===== src/rtl/tcgr_pkg.sv =====
// tcgr_pkg: shared types and constants of the text console glyph renderer
// used by tcgr_glyph_mem, tcgr_cell_seq and text_console_glyph_renderer
// no dependencies
package tcgr_pkg;

	// fixed field widths
	localparam int GLYPH_BITS = 6;
	localparam int OFFSET_W   = 19;
	localparam int COLOR_W    = 16;
	localparam int CHAR_W     = 8;
	localparam int GLYPH_W    = 7;
	localparam int GROW_W     = 4;
	localparam int COL_W      = 8;
	localparam int ROW_W      = 6;
	localparam int CFG_IDX_W  = 2;

	// character codes
	localparam logic [CHAR_W-1:0] CH_NEWLINE = 8'h0A;
	localparam logic [CHAR_W-1:0] CH_RETURN  = 8'h0D;
	localparam logic [CHAR_W-1:0] CH_FIRST   = 8'h20;
	localparam logic [CHAR_W-1:0] CH_LAST    = 8'h7E;

	// register reset values
	localparam logic [COLOR_W-1:0] FG_RESET       = 16'hFFFF;
	localparam logic [COLOR_W-1:0] BG_RESET       = 16'h0000;
	localparam logic [COL_W-1:0]   LAST_COL_RESET = 8'd132;
	localparam logic [ROW_W-1:0]   LAST_ROW_RESET = 6'd59;

	// command codes
	typedef enum logic {
		CMD_DRAW = 1'b0,
		CMD_LOAD = 1'b1
	} cmd_t;

	// configuration register indexes
	typedef enum logic [CFG_IDX_W-1:0] {
		REG_FOREGROUND  = 2'd0,
		REG_BACKGROUND  = 2'd1,
		REG_LAST_COLUMN = 2'd2,
		REG_LAST_ROW    = 2'd3
	} cfg_reg_t;

	// cell sequencer states
	typedef enum logic {
		ST_IDLE = 1'b0,
		ST_DRAW = 1'b1
	} seq_state_t;

	// start of one character cell
	typedef struct packed {
		logic                start;
		logic                blank;
		logic [GLYPH_W-1:0]  glyph;
		logic [OFFSET_W-1:0] base;
	} draw_req_t;

	// sequencer status towards the request side
	typedef struct packed {
		logic busy;
		logic finishing;
	} seq_stat_t;

endpackage


===== src/rtl/tcgr_cell_seq.sv =====
// tcgr_cell_seq: walks one character cell row by row, fetches glyph rows
// from the store and drives the registered pixel output; uses tcgr_pkg
module tcgr_cell_seq import tcgr_pkg::*; #(
	parameter int LINE_STRIDE = 800,
	parameter int CELL_WIDTH  = 6,
	parameter int CELL_HEIGHT = 10,
	parameter int AW          = 10
) (
	input  logic                  clk,
	input  logic                  arst_n,
	input  draw_req_t             req,
	output seq_stat_t             stat,
	input  logic [COLOR_W-1:0]    fg,
	input  logic [COLOR_W-1:0]    bg,
	output logic                  rd_en,
	output logic [AW-1:0]         rd_addr,
	input  logic [GLYPH_BITS-1:0] rd_data,
	output logic                  pix_valid,
	input  logic                  pix_stall,
	output logic [OFFSET_W-1:0]   pixel_offset,
	output logic [COLOR_W-1:0]    pixel_value,
	output logic                  last_pixel
);

	localparam int GLYPH_ROWS = CELL_HEIGHT - 1;
	localparam int CW_W       = $clog2(CELL_WIDTH);
	localparam int RW_W       = $clog2(CELL_HEIGHT);

	seq_state_t            state_q, state_d;
	logic [CW_W-1:0]       c_q;
	logic [RW_W-1:0]       r_q;
	logic [OFFSET_W-1:0]   row_base_q;
	logic [GLYPH_BITS-1:0] pat_q;
	logic                  blank_q;
	logic [AW-1:0]         gbase_q;
	logic [AW-1:0]         start_gbase;
	logic                  emit;
	logic                  adv;
	logic                  end_of_row;
	logic                  is_last;
	logic [3:0]            bit_idx;
	logic                  pix_bit;

	logic                  pix_valid_q;
	logic [OFFSET_W-1:0]   pixel_offset_q;
	logic [COLOR_W-1:0]    pixel_value_q;
	logic                  last_pixel_q;

	// position within the cell
	assign end_of_row = (c_q == CW_W'(CELL_WIDTH - 1));
	assign is_last    = end_of_row && (r_q == RW_W'(CELL_HEIGHT - 1));
	assign adv        = emit && (!pix_valid_q || !pix_stall);

	// first glyph row of the requested character
	assign start_gbase = AW'(32'(req.glyph) * 32'(GLYPH_ROWS));

	// next state
	always_comb begin
		state_d = state_q;
		case (state_q)
			ST_IDLE: begin
				if (req.start) begin
					state_d = ST_DRAW;
				end
			end
			ST_DRAW: begin
				if (adv && is_last && !req.start) begin
					state_d = ST_IDLE;
				end
			end
			default: state_d = ST_IDLE;
		endcase
	end

	// state outputs
	always_comb begin
		emit           = 1'b0;
		rd_en          = 1'b0;
		stat.busy      = 1'b0;
		stat.finishing = 1'b0;
		case (state_q)
			ST_IDLE: begin
				emit = 1'b0;
			end
			ST_DRAW: begin
				emit           = 1'b1;
				stat.busy      = 1'b1;
				stat.finishing = adv && is_last;
				// glyph row r feeds cell row r+1, the bottom cell row needs none
				rd_en          = !blank_q && (r_q != RW_W'(CELL_HEIGHT - 1));
			end
			default: emit = 1'b0;
		endcase
	end

	// address held for the whole cell row, data latched at its end
	assign rd_addr = gbase_q + AW'(r_q);

	always_ff @(posedge clk or negedge arst_n) begin
		if (!arst_n) begin
			state_q <= ST_IDLE;
		end else begin
			state_q <= state_d;
		end
	end

	// cell counters and glyph pattern
	always_ff @(posedge clk or negedge arst_n) begin
		if (!arst_n) begin
			c_q <= '0;
			r_q <= '0;
		end else if (req.start) begin
			c_q <= '0;
			r_q <= '0;
		end else if (adv) begin
			if (end_of_row) begin
				c_q <= '0;
				r_q <= r_q + RW_W'(1);
			end else begin
				c_q <= c_q + CW_W'(1);
			end
		end
	end

	always_ff @(posedge clk) begin
		if (req.start) begin
			row_base_q <= req.base;
			pat_q      <= '0;
			blank_q    <= req.blank;
			gbase_q    <= start_gbase;
		end else if (adv && end_of_row) begin
			row_base_q <= row_base_q + OFFSET_W'(LINE_STRIDE);
			pat_q      <= blank_q ? '0 : rd_data;
		end
	end

	// leftmost pixel is the top bit of the cell width
	assign bit_idx = 4'(CELL_WIDTH - 1) - 4'(c_q);
	assign pix_bit = (bit_idx < 4'(GLYPH_BITS)) ? pat_q[bit_idx[2:0]] : 1'b0;

	// output register
	always_ff @(posedge clk or negedge arst_n) begin
		if (!arst_n) begin
			pix_valid_q <= 1'b0;
		end else if (adv) begin
			pix_valid_q <= 1'b1;
		end else if (!pix_stall) begin
			pix_valid_q <= 1'b0;
		end
	end

	always_ff @(posedge clk) begin
		if (adv) begin
			pixel_offset_q <= row_base_q + OFFSET_W'(c_q);
			pixel_value_q  <= pix_bit ? fg : bg;
			last_pixel_q   <= is_last;
		end
	end

	assign pix_valid    = pix_valid_q;
	assign pixel_offset = pixel_offset_q;
	assign pixel_value  = pixel_value_q;
	assign last_pixel   = last_pixel_q;

	// a new cell only starts when the previous one is done or finishing
	a_start_when_free: assert property (@(posedge clk) disable iff (!arst_n)
		req.start |-> (state_q == ST_IDLE || (adv && is_last)))
		else $error("cell start while a cell is in progress");

	// a start always restarts the walk at the top left pixel
	a_start_resets: assert property (@(posedge clk) disable iff (!arst_n)
		req.start |=> (state_q == ST_DRAW && c_q == '0 && r_q == '0))
		else $error("cell walk did not restart");

	// the final pixel without a follow-up request returns to idle
	a_last_to_idle: assert property (@(posedge clk) disable iff (!arst_n)
		(state_q == ST_DRAW && adv && is_last && !req.start) |=> state_q == ST_IDLE)
		else $error("sequencer stayed busy after the last pixel");

	// counters stay inside the cell
	a_counters_in_cell: assert property (@(posedge clk) disable iff (!arst_n)
		state_q == ST_DRAW |-> (c_q <= CW_W'(CELL_WIDTH - 1) &&
			r_q <= RW_W'(CELL_HEIGHT - 1)))
		else $error("cell counter out of range");

endmodule


===== config.mk =====
export PLATFORM = sky130hd
export DESIGN_NAME = tcgr_cell_seq
export DESIGN_NICKNAME = d
export VERILOG_FILES = /design/src/rtl/tcgr_pkg.sv /design/src/rtl/tcgr_cell_seq.sv
export SDC_FILE = /design/constraint.sdc
export NUM_CORES = 1
export LEC_CHECK = 0
export BUFFER_PORTS_ARGS = -buffer_cell sky130_fd_sc_hd__buf_2
export CAP_MARGIN = 20
export CELL_PAD_IN_SITES_DETAIL_PLACEMENT = 1
export CELL_PAD_IN_SITES_GLOBAL_PLACEMENT = 2
export CORE_ASPECT_RATIO = 1.4
export CORE_MARGIN = 5
export CORE_UTILIZATION = 30
export CTS_CLUSTER_SIZE = 20
export DETAILED_ROUTE_END_ITERATION = 16
export HOLD_SLACK_MARGIN = 0.03
export PLACE_DENSITY = 0.8
export SLEW_MARGIN = 20
export SYNTH_ARGS = -nofsm -noshare
export SYNTH_HDL_FRONTEND = slang
export SYNTH_SLANG_ARGS = --single-unit

===== constraint.sdc =====
create_clock -name clk -period 2.53 [get_ports clk]
set_clock_uncertainty 0.1 [all_clocks]
set_input_delay 0.253 -clock clk [delete_from_list [all_inputs] [get_ports clk]]
set_output_delay 0.253 -clock clk [all_outputs]
set_load 0.03 [all_outputs]

# --- Word level (Yosys, flattened, before mapping) ---
# Index checks and enable logic that the tools add are counted.
word_totals:
  in_bits: 69
  ff_bits: 81
  output_inout_bits: 50
  word_cells: 61
classes:
  n_reduce_logical: 15
  n_mul: 1
  n_lt_le_gt_ge: 2
  n_mux: 21
  n_bitwise: 1
  addsub: 6
  n_eq_ne: 4
ops:
  columns: ["op", "count"]
  rows:
  - ["$mux W19", 2]
  - ["$add A19 B10 Y19 const B", 1]
  - ["$add A19 B3 Y19", 1]
  - ["$mux W16", 1]
  - ["$mux W4", 3]
  - ["$add A10 B4 Y10", 1]
  - ["$mul A7 B4 Y10 const B", 1]
  - ["$mux W3", 3]
  - ["$mux W1", 7]
  - ["$logic_and A1 B1 Y1", 6]
  - ["$mux W6", 1]
  - ["$reduce_bool A2 Y1", 3]
  - ["$add A4 B1 Y4 const B", 1]
  - ["$eq A4 B4 Y1 const B", 1]
  - ["$logic_not A1 Y1", 4]
  - ["$lt A3 B4 Y1 const B", 1]
  - ["$lt A4 B3 Y1 const B", 1]
  - ["$ne A4 B4 Y1 const B", 1]
  - ["$pmux W1 S2", 2]
  - ["$sub A3 B3 Y4 const A", 1]
  - ["$add A3 B1 Y3 const B", 1]
  - ["$bmux W1 S3", 1]
  - ["$eq A3 B3 Y1 const B", 1]
  - ["$mux W2", 1]
  - ["4 further kinds", 4]

# --- Depth between registers and ports, before layout ---
logic_depth:
  depth_word: 7
  ltp_mapped: 7
  mapped_depth_nobuf: 7

# --- Least setup slack after synthesis ---
# No wires, ideal clock.
synth_path:
  path_kind: "register to register"
  startpoint: "register pix_valid_q, in the netlist pix_valid"
  endpoint: "register row_base_q[10], enable pin"
  stages_incl_launch_ff: 5
  path_buffers: 0
  setup_ps: 373
  period_less_slack_ps: 2923
  arrival_ps: 2450
  path_slack_ps: -393
  required_time_ps: 2057
  cell_sequence: "dfrtp_1 > a21bo_2 > inv_1 > nand3_1 > nand2b_1"
synth_via:
  elab_chain_cells: 5
synth_lines:
  columns: ["element", "line", "rtl"]
  rows:
  - ["start: declaration", "tcgr_cell_seq.sv:44", "logic pix_valid_q;"]
  - ["start signal: assignment", "tcgr_cell_seq.sv:144", "pix_valid_q <= 1'b0;"]
  - ["start signal: assignment", "tcgr_cell_seq.sv:146", "pix_valid_q <= 1'b1;"]
  - ["start signal: assignment", "tcgr_cell_seq.sv:148", "pix_valid_q <= 1'b0;"]
  - ["$logic_not A1 Y1", "tcgr_cell_seq.sv:52", "assign adv = emit && (!pix_valid_q || !pix_stall);"]
  - ["$logic_or A1 B1 Y1", "tcgr_cell_seq.sv:52", null]
  - ["$logic_and A1 B1 Y1", "tcgr_cell_seq.sv:52", null]
  - ["named net adv", "tcgr_cell_seq.sv:38", "logic adv;"]
  - ["$logic_and A1 B1 Y1", "tcgr_cell_seq.sv:131", "end else if (adv && end_of_row) begin"]
  - ["$reduce_bool A2 Y1 (no line)", null, null]
  - ["end signal: assignment", "tcgr_cell_seq.sv:127", "row_base_q <= req.base;"]
  - ["end signal: assignment", "tcgr_cell_seq.sv:132", "row_base_q <= row_base_q + OFFSET_W'(LINE_STRIDE);"]
  - ["end: declaration", "tcgr_cell_seq.sv:32", "logic [OFFSET_W-1:0] row_base_q;"]
# The timed path passes the listed nets, and every way through them passes these cells.
# A chain may end at the register's enable or synchronous reset.

# --- Worst setup path after layout ---
layout_path:
  startpoint: "register r_q[0]"
  endpoint: "output rd_addr[6]"
layout_via:
  elab_chain_cells: 1
layout_lines:
  columns: ["element", "line", "rtl"]
  rows:
  - ["start: declaration", "tcgr_cell_seq.sv:31", "logic [RW_W-1:0] r_q;"]
  - ["start signal: assignment", "tcgr_cell_seq.sv:118", "r_q <= r_q + RW_W'(1);"]
  - ["$add A10 B4 Y10", "tcgr_cell_seq.sv:97", "assign rd_addr = gbase_q + AW'(r_q);"]
  - ["end: declaration", "tcgr_cell_seq.sv:16", "output logic [AW-1:0] rd_addr,"]
# Every way passes these cells.

==> results.txt <==
- Power Total: 3470 uW
- Buf+Inv Stages, Crit Path: 2
- Multiplexer cells account for 6.50% of the synthesized area.
- The region available for standard cell placement spans 13800 sq um.
- After floorplanning, the core was divided into 51 placement rows.
- Once detail routing completed, the nets flagged for antenna violations numbered 0.
* Sequential share of the synthesized area: between 50% and 60%
* Routed wire length: between 9 and 10 mm
* Total number of vias: slightly above 3000
- Synthesis instantiated 42 different standard cells from the library.
* Clock transition at path regs: 70 ps
* Overall track demand over capacity in global routing: 12.6%
* Critical path data arrival time: 2070 ps
* Ant. Diodes: 0
- The floorplan step defined a die boundary enclosing 16600 sq um.
- In the synthesized netlist the dominant register cell turns out to be edfxtp_1.
* Number of DRC violations after detailed routing: 0
* Combined area of all synthesized cells: 4220 sq um
* DR pass1 iterations: 4
- Top Metal Used: met4
- The critical path crosses 8 cells after its start point.
* Placed Area: 5050 sq um
* Number of endpoints with negative hold slack in the final report: 0
* Global route total overflow: 0
- For this run, the top clock speed supported by timing is 413 MHz.
* Leading cell types by total area after synthesis: edfxtp_1 (47%), ha_1 (6.2%), xnor2_1 (5.6%)
- X dimension of the die: 110 um
- Xor/xnor share of the synthesized area: 9.55%
* Count of buffers inserted at the top-level ports: 118
- Number of sinks on the clock net: 81
- In this run, the number of DRC markers left after iteration 0 of detailed routing was 72.
* Met1 layer wirelength in the final routing: 3.68 mm
- Total half-perimeter wirelength after legalization and detailed placement: 7.79 mm
* Root Driver: clkbuf_16
- After Yosys synthesis, full adders, half adders and majority gates account for under 10% of the synthesized area.
* Maximum number of pins on one net before global-route repair: 40
- For this run, the post-layout net count is 564.
- Traced cell by cell, the critical path runs through ha_2, inv_1, fa_2, nor2b_2, o21ai_2, a21oi_2, xor2_1, buf_4.
- The worst-case IR drop observed on VDD is 0.352 mV.
* Summed area of non-filler cells in the final layout: roughly 5500 sq um
* Final Max Slew Viols: 0
- In the post-synthesis netlist, the cell with the most instances is edfxtp_1.
- A synthesized cell averages between 10 and 15 sq um.
- Wirelength per Cell: 15.1 um
- Simple-gate area share of the yosys netlist: 11.6%
* Share of synthesized registers carrying an async set or reset: around 11%
* Largest driver fanout on the critical path: 3
* Peak per-stage delay on the critical path: 370 ps
- The first global-routing pass estimated about 16 mm of wire.
* Number of instances on the worst hold path: 2
- Initial antenna violation count: 0
- The flow ran to the end, and the final reports show no timing, DRC or antenna violations.
- TritonCTS created 9 clock buffers.
- Type of element launching the critical path: register
* Combinational family with the most area after synthesis: simple AND/OR/NAND/NOR gates
* Internal reg-to-reg setup slack: 180 ps
- After technology mapping, the gate count stands at 341.
- Routed vias/inst: 4.59
- Final GP Congestion: 0.768
* Number of global-route vias before repair: 3302
- The worst setup path is captured at a primary output.
- The clock reaches the later pin of the worst-skew pair after ~330 ps.
- Data on the critical path is required at its endpoint by 2180 ps.
* Worst-path cell with the longest stage delay: dfrtp_1
- Most instantiated cells after synthesis: edfxtp_1 (66), nand2_1 (35), xnor2_1 (27)
- The die is about 150 um tall.
* Number of setup violations in the final report: 0
* Part of the cycle the worst path needs: 95.8%
- TritonCTS clock tree: done
- The worst register-to-register path has a depth of 7.
- Proportion of netlist area held by the largest area contributor: 47.0%
- Max Root-Sink Buffers: 2
* Post-synthesis compound-gate area fraction: around 7%
- The H-tree was split into 3 levels.
* Most area-hungry cell type in the Yosys netlist: edfxtp_1
- Amount of wire on met3 after detailed routing: 562 um
* Post-synthesis net count: roughly 430
- Pin placement for this block handled approximately 120 I/O pins.
- In this run, synthesis produced a sequential element count of 81.
- On the critical path the largest part of the delay comes from adder cells.
* Ratio of total power to cell area: around 640 nW/um^2
- The post-route netlist has 37.2% of its cells at a drive strength greater than 1.
* Total met2 wirelength after detailed routing: roughly 5.6 mm
* Post-route minimum period: 2420 ps
* Relative slew slack: 61.8%
- The analysis attributes to cell leakage a power of 0.00225 uW.
* Initial Utilization: a little under a third
- Compared with the post-synthesis result, the final layout area differs by 29.3%.
- Maxcap violations: 0
* Tightest Pin Transition: 572 ps
- Post-synth EDFFs: 66
- By startpoint and endpoint, the worst setup path is classified as register to primary output.
* Number of warning messages in the yosys log: 0
* Classification of the worst-slack hold path: input pin to register
==> final cells by class <==
| cell class | count | area (sq um) |
|---|---|---|
| Clock buffer | 9 | 225 |
| Clock inverter | 7 | 78.8 |
| Fill cell | 1546 | 8390 |
| Inverter | 11 | 45.0 |
| Multi-Input combinational cell | 235 | 1810 |
| Sequential cell | 81 | 2330 |
| Tap cell | 185 | 231 |
| Timing Repair Buffer | 133 | 733 |
==> logic make-up after synthesis <==
| logic type | after synthesis |
|---|---|
| simple gates | 98 |
| flops | 81 |
| fa+ha+maj | 24 |
| compound gates | 47 |
| xor+xnor | 46 |
| mux | 20 |
| buf+inv | 25 |
==> worst register-to-register path: stages, from the launching register on <==
cell       delay (ps)
dfrtp_1           450
ha_1              230
inv_1              60
fa_1              400
nor2b_1           250
o2111ai_2         240
nor3_1            280
xor2_1             90
==> placed cells by master (no fill, tap or decap), drive strengths merged, types with 4 or more instances in the layout <==
cell type	count
buf	128
dlygate4sd3	5
nor3	4
a21oi	15
ha	21
xor2	19
nand3b	7
dfxtp	6
and2	5
edfxtp	66
a21o	5
nand3	10
and3	4
inv	12
dfrtp	9
mux2	19
nor2	17
o21ai	17
clkbuf	9
nand4	4
xnor2	27
nand2	35
==> worst paths after layout <==
check                                 startpoint                          to
max                           r_q[0]$_DFFE_PN0P_                  rd_addr[6]
min reg2reg                pat_q[3]$_SDFFE_PP0P_       pat_q[3]$_SDFFE_PP0P_
max reg2reg                   c_q[0]$_DFFE_PN0P_  pixel_offset[16]$_DFFE_PP_
min in group asynchronous                 arst_n       pix_valid$_DFFE_PN0P_
max in group asynchronous                 arst_n          c_q[1]$_DFFE_PN0P_
min                                    pix_stall       pix_valid$_DFFE_PN0P_
==> what timing repair did <==
action	in CTS	in global routing
setup buffers	1	1
setup endpoints to repair	9	7
endpoints found under the hold margin	13	0
pin swaps	2	2
hold buffers	5	0
resized for setup	6	6
==> power breakdown <==
part	leakage [uW]	internal, uW	switching (uW)
combinational	0.00130	218	311
clock	0.000144	775	543
sequential	0.000810	1560	67.7
total	0.00225	2550	922
==> sequential cells by signal, summed over array words and instances (netlist names) <==
| register | flops |
|---|---|
| pixel_value | 16 |
| pat_q | 6 |
| last_pixel | 1 |
| c_q | 3 |
| r_q | 4 |
| blank_q | 1 |
| pixel_offset | 19 |
| gbase_q | 10 |
| pix_valid | 1 |
| row_base_q | 19 |
| state_q | 1 |
==> routing by layer <==
metal / vias up / GRT usage, %
met5: - / 0
met3: 7 / 2.75
met2: 77 / 24.2
met4: 0 / 4.25
li1: 1482 / -
met1: 1469 / 13.2
==> through the flow <==
stage | utilization (%) | instances | worst slack (ps) | hold WS, ps | TNS (ps)
finish | 39.4 | 661 | 107 | 55.8 | 0
global route | 39.4 | 661 | -9.42 | 49.5 | -16.8
CTS | 39.2 | 660 | 9.19 | 32.7 | 0
detailed placement | 36.5 | 638 | -20.0 | 27.7 | -89.2
global placement | 36.5 | 638 | 5.04 | 17.3 | 0
floorplan | - | 341 | 114 | -143 | 0
(Power assumes the default switching activity.)
